`src/sv/bis_pkg.sv`:
```
// ---------------------------------------------------------------------------
// bis_pkg: shared types and constants for the bilinear image scaler
// Sizes of the frame store, fixed-point format, lane widths and the
// configuration register map.
// ---------------------------------------------------------------------------
package bis_pkg;

    // Frame store geometry (powers of two, address = col * MAX_HEIGHT + row)
    localparam int MAX_WIDTH  = 256;
    localparam int MAX_HEIGHT = 256;
    localparam int COL_W      = $clog2(MAX_WIDTH);
    localparam int ROW_W      = $clog2(MAX_HEIGHT);
    localparam int ADDR_W     = COL_W + ROW_W;

    // Fixed-point format of the steps and weights
    localparam int FRAC_BITS  = 16;

    // Field widths
    localparam int PIX_W      = 8;
    localparam int RGB_W      = 3 * PIX_W;
    localparam int COORD_W    = 12;
    localparam int SIZE_W     = 9;
    localparam int STEP_W     = 24;

    // Interpolation lanes: one per color channel
    localparam int LANES      = 3;
    localparam int LANE_A_W   = PIX_W + FRAC_BITS;
    localparam int LANE_D_W   = ((LANE_A_W > STEP_W) ? LANE_A_W : STEP_W) + 1;
    localparam int LANE_F_W   = (FRAC_BITS > COORD_W) ? FRAC_BITS : COORD_W;
    localparam int LANE_P_W   = LANE_D_W + LANE_F_W + 1;
    localparam int LANE_O_W   = ((PIX_W + 2 * FRAC_BITS) > (STEP_W + COORD_W)) ?
                                (PIX_W + 2 * FRAC_BITS) : (STEP_W + COORD_W);
    localparam int IX_W       = LANE_O_W - FRAC_BITS;

    // APB register map
    localparam int APB_DATA_W = 32;
    localparam int PADDR_W    = 4;
    localparam int REG_IDX_W  = 2;
    localparam logic [REG_IDX_W-1:0] REG_SRC_WIDTH  = 2'd0;
    localparam logic [REG_IDX_W-1:0] REG_SRC_HEIGHT = 2'd1;
    localparam logic [REG_IDX_W-1:0] REG_X_STEP     = 2'd2;
    localparam logic [REG_IDX_W-1:0] REG_Y_STEP     = 2'd3;

    // Reset values
    localparam logic [SIZE_W-1:0] RST_SRC_WIDTH  = SIZE_W'(256);
    localparam logic [SIZE_W-1:0] RST_SRC_HEIGHT = SIZE_W'(256);
    localparam logic [STEP_W-1:0] RST_STEP       = STEP_W'(65536);

    // Request opcodes
    localparam logic OP_WRITE   = 1'b0;
    localparam logic OP_COMPUTE = 1'b1;

    // Configuration as seen by the datapath
    typedef struct packed {
        logic [SIZE_W-1:0] src_width;
        logic [SIZE_W-1:0] src_height;
        logic [STEP_W-1:0] x_step;
        logic [STEP_W-1:0] y_step;
    } t_cfg;

    // One lane operand pair: result = a * 2^FRAC_BITS + d * f
    typedef struct packed {
        logic [LANE_A_W-1:0]        a;
        logic signed [LANE_D_W-1:0] d;
    } t_lane_req;

endpackage

```
`src/sv/bis_lerp_unit.sv`:
```
// ---------------------------------------------------------------------------
// bis_lerp_unit: shared three-lane interpolation unit
// Each lane forms a * 2^FRAC_BITS + d * f with one signed multiplier and
// its own fraction f, and registers the result. Used for the source
// position, the horizontal and the vertical interpolation passes.
// ---------------------------------------------------------------------------
module bis_lerp_unit (
    input  logic                                           i_clk,
    input  bis_pkg::t_lane_req [bis_pkg::LANES-1:0]        i_req,
    input  logic [bis_pkg::LANES-1:0][bis_pkg::LANE_F_W-1:0] i_frac,
    output logic [bis_pkg::LANES-1:0][bis_pkg::LANE_O_W-1:0] o_res
);
    import bis_pkg::*;

    logic [LANES-1:0][LANE_O_W-1:0] n_res;
    logic [LANES-1:0][LANE_O_W-1:0] r_res;

    // Multiply-add per lane
    always_comb begin
        logic signed [LANE_P_W-1:0] prod;
        logic signed [LANE_P_W-1:0] base;
        logic signed [LANE_P_W-1:0] sum;
        for (int i = 0; i < LANES; i++) begin
            prod = LANE_P_W'($signed(i_req[i].d) * $signed({1'b0, i_frac[i]}));
            base = $signed(LANE_P_W'({i_req[i].a, {FRAC_BITS{1'b0}}}));
            sum  = base + prod;
            n_res[i] = sum[LANE_O_W-1:0];
        end
    end

    always_ff @(posedge i_clk) begin
        r_res <= n_res;
    end

    assign o_res = r_res;

endmodule

```
`config.mk`:
```
export PLATFORM = sky130hd
export DESIGN_NAME = bis_lerp_unit
export DESIGN_NICKNAME = d
export VERILOG_FILES = /design/src/sv/bis_pkg.sv /design/src/sv/bis_lerp_unit.sv
export SDC_FILE = /design/constraint.sdc
export NUM_CORES = 2
export LEC_CHECK = 0
export BUFFER_PORTS_ARGS = -buffer_cell sky130_fd_sc_hd__buf_2
export CORE_MARGIN = 10
export CORE_UTILIZATION = 55
export DETAILED_ROUTE_END_ITERATION = 8
export PLACE_DENSITY = 0.73
export SLEW_MARGIN = 20
export SYNTH_ARGS = -nofsm -noshare
export SYNTH_HDL_FRONTEND = slang
export SYNTH_SLANG_ARGS = --single-unit
```
`constraint.sdc`:
```
create_clock -name i_clk -period 22.4 [get_ports i_clk]
set_input_delay 5.6 -clock i_clk [delete_from_list [all_inputs] [get_ports i_clk]]
set_output_delay 5.6 -clock i_clk [all_outputs]
set_load 0.005 [all_outputs]
```
==> results.md <==
- Number of vias per cell: 5.16
- Critical path's top delay family: adder cells
- CP max-delay cell: fa_1
- Synth warn: 0
- Final Cycle Share: 52.9%
- Synth Register Bits: 120
- Die Wd: 318 um
- Worst-path cell chain: buf_2 > and2_1 > fa_1 > inv_1 > fa_1 > fa_1 > inv_1 > fa_1 > fa_1 > inv_1 > fa_1 > inv_1 > ha_1 > o21ai_0 > o211ai_1 > a211oi_2 > a21oi_2 > a31oi_1 > o31ai_1 > a21bo_2 > or4_1 > and4_1
- CTS resizes: 0
- PortBufs: 315
- CTS tree: done
- Synth cell types: 62
- RSZ-0062 raised after global routing: false
- Layout cell share with drive strength beyond 1: 6.51%
- Clock sinks: 120
- Fin crit period: 11.85 ns
- Vias in the first global route: 38700
- Worst-case clock buffer depth: 2
- Die H: 318 um
- Number of synthesized flops with an enable pin: 0
- Postcts setup bufs: 0
- Largest net degree at the start of global routing: 27
- Critical Path Fanout Max: 25
- Die Footprint: 0.101 mm^2
- Vias after detailed routing: 34800
- Post-CTS Hold Fix Bufs: 0
- RD Place Congestion: 0.916
- Starting Density: 55.3%
- Ys async rst share: 0%
- DR pass1 iterations: 5
- # IOs: 316
- Leading cell type in the layout, fill and taps excluded: inv_1
- Total Nets Final: 7329
- CTS H-tree depth: 4
- Area delta synth->final: 6.10%
- Crit path buffers/inverters: 5
- Arr. time, crit path: 12.24 ns
- Final hold vios: 0
- Aggregate global routing overflow: 0
- Max-Cap Viols: 0
- Worst setup startpoint: i_frac[2]
- Slew Limit Fails: 0
- Critical Path RT: 22.79 ns
- Initial antenna violation count: 17
- Area of the core: 0.0881 mm^2
- DRT antenna net count: 0
- Crit path top cell by count: fa_1
- Setup Crit Path Kind: in -> reg
- Syn avg cell area: 9.01 um^2
- Critical path destination: o_res[39]
- Sequential cell area fraction in the yosys report: 4.93%
- Total track usage: 25.5%
- DRC viols: 0
- F_max: 84.4 MHz
- Setup crit start kind: input port
- Critical path depth in cells: 22
- Setup TNS: 0 ns
- Area leader, netlist: fa_1
- Row count: 109
- Largest register FFs: 120
- Run status: complete, no violations
- Worst-path clk slew: 0.06 ns
- Core Util, Final: 58.6%
- Top cells by area, synth: fa_1 51%, inv_1 13%, and2_1 8.8%
- Crit path largest cell delay: 0.54 ns
- Initial DRC Count: 2050
- Hold Slack: 5.52 ns
- First-pass GRT wire length: 205000 um
- Dominant synthesized flop cell: dfxtp_1
- Synth Net Count: 7167
- Max-slew headroom: 38.7%
- Final Setup Violations: 0
- Synthesized area: 0.0487 mm^2
- TritonCTS Buffers: 17
- Most frequent cells in the layout: 1688 x inv_1, 1230 x fa_1, 686 x and2_1
- Worst min path class: in -> reg
- HPWL after detailed placement: 101000 um
- Top-area cell type share of the netlist area: 50.6%
- Wirelength per Cell: 18.4 um
- Routed wire length: 124000 um
- Gate Count Post-Synth: 5402
- Measured slew at the worst slew-check pin: 0.918 ns
- Clk root buf: clkbuf_16
- Worst setup EP type: flip-flop
==> how the worst min path moves through the flow <==
stage / start / endpoint / slack [ns] / depth (start not counted)
after global routing: i_req[98] / o_res[80] / 5.52 / 2
after global placement: o_res[19] / o_res[19] / 5.98 / 1
final: i_req[98] / o_res[80] / 5.52 / 2
after CTS: i_req[98] / o_res[80] / 5.50 / 2
after detailed placement: o_res[80] / o_res[80] / 5.98 / 1
after floorplan: i_frac[16] / o_res[40] / 5.72 / 1
==> metal layers <==
layer | track usage, % | part of all wire (%)
met4 | 7.58 | 2.7
met3 | 5.75 | 8.0
met5 | 0 | 0.067
met1 | 32.5 | 40
met2 | 43.0 | 49
==> synth_stat cells (6+ instances only) <==
| master | number |
|---|---|
| fa_1 | 1230 |
| xor2_1 | 31 |
| clkbuf_1 | 176 |
| nor2b_1 | 9 |
| nor3_1 | 17 |
| and3_1 | 11 |
| nand4_1 | 14 |
| dfxtp_1 | 120 |
| a21o_1 | 46 |
| o21ai_0 | 51 |
| nand2b_1 | 13 |
| ha_1 | 339 |
| a211oi_1 | 12 |
| nor2_1 | 70 |
| nand3b_1 | 7 |
| a21oi_1 | 78 |
| and2_1 | 686 |
| nand2_1 | 569 |
| o211ai_1 | 10 |
| o21a_1 | 15 |
| inv_1 | 1688 |
| xnor2_1 | 104 |
| a2111o_1 | 6 |
| a31oi_1 | 6 |
| nand3_1 | 16 |
==> cells by family after synthesis <==
kind of cell	Yosys count	synth area share, %
xor+xnor	135	2.43
fa+ha+maj	1569	59.3
buf+inv	1864	14.4
flops	120	4.93
compound gates	283	3.89
simple gates	1431	15.1
==> final cells by class <==
cell class / instances / area, um^2
tap: 1165 / 1460
multi-input combinational: 3418 / 39300
sequential: 120 / 2400
antenna: 2 / 5.00
inverter: 1688 / 6340
fill: 7724 / 36500
timing repair buffer: 319 / 1610
clock buffer: 19 / 433
clock inverter: 12 / 129
==> stage by stage <==
| stage | cells | instance area [um^2] | setup WS, ns |
|---|---|---|---|
| 3_3_place_gp | 6710 | 51100 | 10.16 |
| 3_5_place_dp | 6710 | 51100 | 10.07 |
| 6_report | 6743 | 51700 | 10.55 |
| 5_1_grt | 6742 | 51600 | 10.20 |
| 2_1_floorplan | 5402 | 48700 | 10.96 |
| 4_1_cts | 6741 | 51600 | 10.61 |
Power is left out: the tool's default activity adds up to more than one toggle a clock period on the data nets, which glitch-free logic cannot reach.
