--- src/sv/bis_pkg.sv ---
// ---------------------------------------------------------------------------
// bis_pkg: shared types and constants for the bilinear image scaler
// Sizes of the frame store, fixed-point format, lane widths and the
// configuration register map.
// ---------------------------------------------------------------------------
package bis_pkg;

    // Frame store geometry (powers of two, address = col * MAX_HEIGHT + row)
    localparam int MAX_WIDTH  = 256;
    localparam int MAX_HEIGHT = 256;
    localparam int COL_W      = $clog2(MAX_WIDTH);
    localparam int ROW_W      = $clog2(MAX_HEIGHT);
    localparam int ADDR_W     = COL_W + ROW_W;

    // Fixed-point format of the steps and weights
    localparam int FRAC_BITS  = 16;

    // Field widths
    localparam int PIX_W      = 8;
    localparam int RGB_W      = 3 * PIX_W;
    localparam int COORD_W    = 12;
    localparam int SIZE_W     = 9;
    localparam int STEP_W     = 24;

    // Interpolation lanes: one per color channel
    localparam int LANES      = 3;
    localparam int LANE_A_W   = PIX_W + FRAC_BITS;
    localparam int LANE_D_W   = ((LANE_A_W > STEP_W) ? LANE_A_W : STEP_W) + 1;
    localparam int LANE_F_W   = (FRAC_BITS > COORD_W) ? FRAC_BITS : COORD_W;
    localparam int LANE_P_W   = LANE_D_W + LANE_F_W + 1;
    localparam int LANE_O_W   = ((PIX_W + 2 * FRAC_BITS) > (STEP_W + COORD_W)) ?
                                (PIX_W + 2 * FRAC_BITS) : (STEP_W + COORD_W);
    localparam int IX_W       = LANE_O_W - FRAC_BITS;

    // APB register map
    localparam int APB_DATA_W = 32;
    localparam int PADDR_W    = 4;
    localparam int REG_IDX_W  = 2;
    localparam logic [REG_IDX_W-1:0] REG_SRC_WIDTH  = 2'd0;
    localparam logic [REG_IDX_W-1:0] REG_SRC_HEIGHT = 2'd1;
    localparam logic [REG_IDX_W-1:0] REG_X_STEP     = 2'd2;
    localparam logic [REG_IDX_W-1:0] REG_Y_STEP     = 2'd3;

    // Reset values
    localparam logic [SIZE_W-1:0] RST_SRC_WIDTH  = SIZE_W'(256);
    localparam logic [SIZE_W-1:0] RST_SRC_HEIGHT = SIZE_W'(256);
    localparam logic [STEP_W-1:0] RST_STEP       = STEP_W'(65536);

    // Request opcodes
    localparam logic OP_WRITE   = 1'b0;
    localparam logic OP_COMPUTE = 1'b1;

    // Configuration as seen by the datapath
    typedef struct packed {
        logic [SIZE_W-1:0] src_width;
        logic [SIZE_W-1:0] src_height;
        logic [STEP_W-1:0] x_step;
        logic [STEP_W-1:0] y_step;
    } t_cfg;

    // One lane operand pair: result = a * 2^FRAC_BITS + d * f
    typedef struct packed {
        logic [LANE_A_W-1:0]        a;
        logic signed [LANE_D_W-1:0] d;
    } t_lane_req;

endpackage

--- src/sv/bis_cfg_regs.sv ---
// ---------------------------------------------------------------------------
// bis_cfg_regs: APB configuration registers
// Source size and step registers, written with zero wait states.
// ---------------------------------------------------------------------------
module bis_cfg_regs (
    input  logic                            i_clk,
    input  logic                            i_rst_n,
    input  logic                            psel,
    input  logic                            penable,
    input  logic                            pwrite,
    input  logic [bis_pkg::PADDR_W-1:0]     paddr,
    input  logic [bis_pkg::APB_DATA_W-1:0]  pwdata,
    output logic [bis_pkg::APB_DATA_W-1:0]  prdata,
    output logic                            pready,
    output bis_pkg::t_cfg                   o_cfg
);
    import bis_pkg::*;

    t_cfg                 r_cfg;
    t_cfg                 n_cfg;
    logic [REG_IDX_W-1:0] reg_idx;
    logic                 wr_en;

    assign reg_idx = paddr[REG_IDX_W+1:2];
    assign wr_en   = psel & penable & pwrite;
    assign pready  = 1'b1;

    // Write decode
    always_comb begin
        n_cfg = r_cfg;
        if (wr_en) begin
            case (reg_idx)
                REG_SRC_WIDTH:  n_cfg.src_width  = pwdata[SIZE_W-1:0];
                REG_SRC_HEIGHT: n_cfg.src_height = pwdata[SIZE_W-1:0];
                REG_X_STEP:     n_cfg.x_step     = pwdata[STEP_W-1:0];
                REG_Y_STEP:     n_cfg.y_step     = pwdata[STEP_W-1:0];
                default:        n_cfg = r_cfg;
            endcase
        end
    end

    always_ff @(posedge i_clk) begin
        if (!i_rst_n) begin
            r_cfg.src_width  <= RST_SRC_WIDTH;
            r_cfg.src_height <= RST_SRC_HEIGHT;
            r_cfg.x_step     <= RST_STEP;
            r_cfg.y_step     <= RST_STEP;
        end else begin
            r_cfg <= n_cfg;
        end
    end

    // Read mux
    always_comb begin
        case (reg_idx)
            REG_SRC_WIDTH:  prdata = APB_DATA_W'(r_cfg.src_width);
            REG_SRC_HEIGHT: prdata = APB_DATA_W'(r_cfg.src_height);
            REG_X_STEP:     prdata = APB_DATA_W'(r_cfg.x_step);
            REG_Y_STEP:     prdata = APB_DATA_W'(r_cfg.y_step);
            default:        prdata = '0;
        endcase
    end

    assign o_cfg = r_cfg;

endmodule
--- config.mk ---
export PLATFORM = sky130hd
export DESIGN_NAME = bis_cfg_regs
export DESIGN_NICKNAME = d
export VERILOG_FILES = /design/src/sv/bis_pkg.sv /design/src/sv/bis_cfg_regs.sv
export SDC_FILE = /design/constraint.sdc
export NUM_CORES = 1
export LEC_CHECK = 0
export BUFFER_PORTS_ARGS = -buffer_cell sky130_fd_sc_hd__buf_4
export CAP_MARGIN = 30
export CORE_MARGIN = 2
export CORE_UTILIZATION = 42
export DETAILED_ROUTE_END_ITERATION = 7
export GPL_ROUTABILITY_DRIVEN = 0
export MAX_ROUTING_LAYER = met4
export PLACE_DENSITY = 0.88
export REMOVE_ABC_BUFFERS = 1
export SLEW_MARGIN = 20
export SYNTH_ARGS = -nofsm -noshare
export SYNTH_HDL_FRONTEND = slang
export SYNTH_SLANG_ARGS = --single-unit
--- constraint.sdc ---
create_clock -name i_clk -period 1.5 [get_ports i_clk]
set_clock_uncertainty 0.15 [all_clocks]
set_input_delay 0.3 -clock i_clk [delete_from_list [all_inputs] [get_ports i_clk]]
set_output_delay 0.3 -clock i_clk [all_outputs]
set_load 0.02 [all_outputs]
==> flow_metrics.tcl <==
set metrics [dict create \
    area_delta_synth_final_pct 56.8 \
    synth_area_mm2 0.00305 \
    reg2reg_depth 4 \
    yosysWarnings 0 \
    die_area_mm2 0.00795 \
    io_buffer_count 120 \
    worstSkewPairLatency_ns 0.32 \
    vias 2735 \
    fp.dieH_um 89.2 \
    power_w 0.00385 \
    numCtsBuffers 9 \
    largest_reg_flops 66 \
    clockBufferDepth 2 \
    track_usage_pct 20.8 \
    critPathTopFamily "multiplexers" \
    syn_area_per_cell_um2 10.1 \
    critPathLaunchType "flip-flop" \
    ys_seq_elements 66 \
    ir_drop_v 0.000520 \
    start_util_pct 42.7 \
    firstDrtPassIters 4 \
    seqPwrFrac_pct 46.6 \
    die_x_um 89.2 \
    overflow 0 \
    internal_power_w 0.00298 \
    fin_crit_sh_pct 114 \
    leakage_nw 2.35 \
    rsz0062_at_grt "yes" \
    netlist_instances 301 \
    power_frac_comb_pct 11.4 \
    antenna_found_initial 0 \
    std_cell_rows 31 \
    min_delay_path_depth 3 \
    grt_max_degree 41 \
    worstSetupPathType "reg -> out" \
    post_drt_wl_per_cell_um 14.8 \
    path_clk_slew_ns 0.07 \
    tritoncts "done" \
    status "finished with violations" \
    clock_sinks 66 \
    cpPeakStageDelay_ns 0.47 \
    setup_ws_ns -0.213 \
    hold_path.class "in -> reg" \
    core_mm2 0.00714 \
    switchingPower_w 0.000869 \
    drive_above_1_share_pct 57.7 \
    cp_num_cells 2 \
    crit_fanout 2 \
    ant_nets 0 \
    p_per_area_mw_per_mm2 806 \
    period_needed_ns 1.71 \
    crit_chain "mux4_2 -> buf_6" \
    path_buf_inv 1 \
    swShare_pct 22.6 \
    max_freq_mhz 584 \
    hpwlAfterDp_um 5460 \
    max_cap_violations 0 \
    via_per_inst 4.81 \
    grt_first_pass_wirelength_um 12300 \
    endpoint_kind "output port" \
    cp_slowest_cell "mux4_2" \
    hold_violations 0 \
    crit_required_ns 1.05 \
    ys_seq_area_share_pct 43.4 \
    slew_violations 0 \
    ios 140 \
    root_buffer "clkbuf_8" \
    p_clk_share_pct 42.0 \
    drt_iter0_drc 90 \
    antenna_cells 0 \
    failed_checks "negative setup slack" \
    arrival_ns 1.26 \
    grt_pass1_vias 2593 \
    finalSetupViolations 11 \
    synth_cell_type_count 15 \
    final_util_pct 67.0 \
    htreeDepth 3 \
    drcViolationCount 0 \
    nets 507 \
    wl_um 8430 \
]
## cell families (layout without fill, tap and decap cells)
family / count (synthesis) / in the layout / synth area share (%)
AND/OR/NAND/NOR: 111 / 111 / 16.3
multiplexers: 90 / 90 / 33.3
flip-flops: 66 / 66 / 43.4
buffers and inverters: 32 / 194 / 6.86
other: 2 / 9 / 0.246
## power groups by stage
stage / Combinational, W / Sequential [W] / Clock, W
CTS: 0.000425 / 0.00179 / 0.00165
floorplan: 0.000139 / 0.00186 / 0
finish: 0.000439 / 0.00179 / 0.00162
global placement: 0.000392 / 0.00183 / 0
global route: 0.000469 / 0.00179 / 0.00172
detailed placement: 0.000401 / 0.00183 / 0
## worst min-delay path: stages
cell and delay (ns):
buf_4 0.08, nor2b_1 0.04, mux2i_1 0.11
## Yosys cell counts
| cell | count | area share (%) |
|---|---|---|
| mux2i_1 | 81 | 27 |
| buf_6 | 4 | 1.5 |
| nand3_2 | 1 | 0.33 |
| conb_1 | 2 | 0.25 |
| nand2_1 | 85 | 10 |
| buf_4 | 14 | 3.4 |
| clkbuf_1 | 9 | 1.1 |
| nor3b_1 | 1 | 0.25 |
| nor2b_1 | 21 | 4.3 |
| nand3b_1 | 1 | 0.25 |
| mux4_2 | 9 | 6.7 |
| buf_2 | 5 | 0.82 |
| and3_4 | 1 | 0.37 |
| dfxtp_1 | 66 | 43 |
| and3b_1 | 1 | 0.29 |
## layout make-up
cell class,instances,area (um2)
clock inverters,1,30.0
multi-input cells,210,1550
repair buffers,179,1480
flip-flops and latches,66,1400
fillers,565,2360
clock buffers,14,193
well taps,99,124
## final timing paths
check | to | startpoint | slack, ns
hold reg to reg | o_cfg[57] | o_cfg[57] | 0.32
setup / recovery | prdata[0] | o_cfg[0] | -0.21
setup reg to reg | o_cfg[1] | o_cfg[1] | 0.55
hold / removal | o_cfg[16] | pwdata[16] | 0.09
## through the flow
| step | instance area [um2] | worst slack, ns | cells | TNS, ns | hold WS [ns] |
|---|---|---|---|---|---|
| 3_3_place_gp | 4120 | -0.274 | 517 | -7.42 | 0.304 |
| 3_5_place_dp | 4120 | -0.292 | 517 | -9.73 | 0.315 |
| 2_1_floorplan | 2860 | -0.489 | 276 | -13.22 | 0.298 |
| 5_1_grt | 4780 | -0.253 | 569 | -2.63 | 0.0859 |
| 6_report | 4780 | -0.213 | 569 | -1.91 | 0.0928 |
| 4_1_cts | 4620 | -0.228 | 555 | -2.01 | 0.0795 |
## per-layer routing
metal,GRT usage [%],part of all wire [%],vias to the layer above
met2,37.6,55,93
met1,22.7,40,1315
met3,3.97,4.5,9
met5,-,0,-
li1,-,-,1318
met4,7.46,1.1,0
## layout by cell type (no fill, tap or decap)
master     Yosys  layout
and3_4         1       1
and3b_2        0       1
buf_12         0       5
buf_16         0       1
buf_4         14     159
buf_6          4      14
bufinv_16      0       1
clkbuf_8       0      14
conb_1         2       9
dfxtp_1       66       3
dfxtp_2        0      63
mux2i_1       81      80
mux2i_2        0       1
mux4_2         9       9
nand2_1       85      85
nand3_2        1       1
nand3b_1       1       1
nor2b_1       21      21
nor3b_2        0       1
## repair_timing
| item | 4_1_cts | 5_1_grt |
|---|---|---|
| endpoints found under the setup margin | 22 | 24 |
| setup buffers | 23 | 14 |
| resized for setup | 55 | 27 |
| hold buffers | 0 | 0 |
Power figures use the tool's default switching activity.
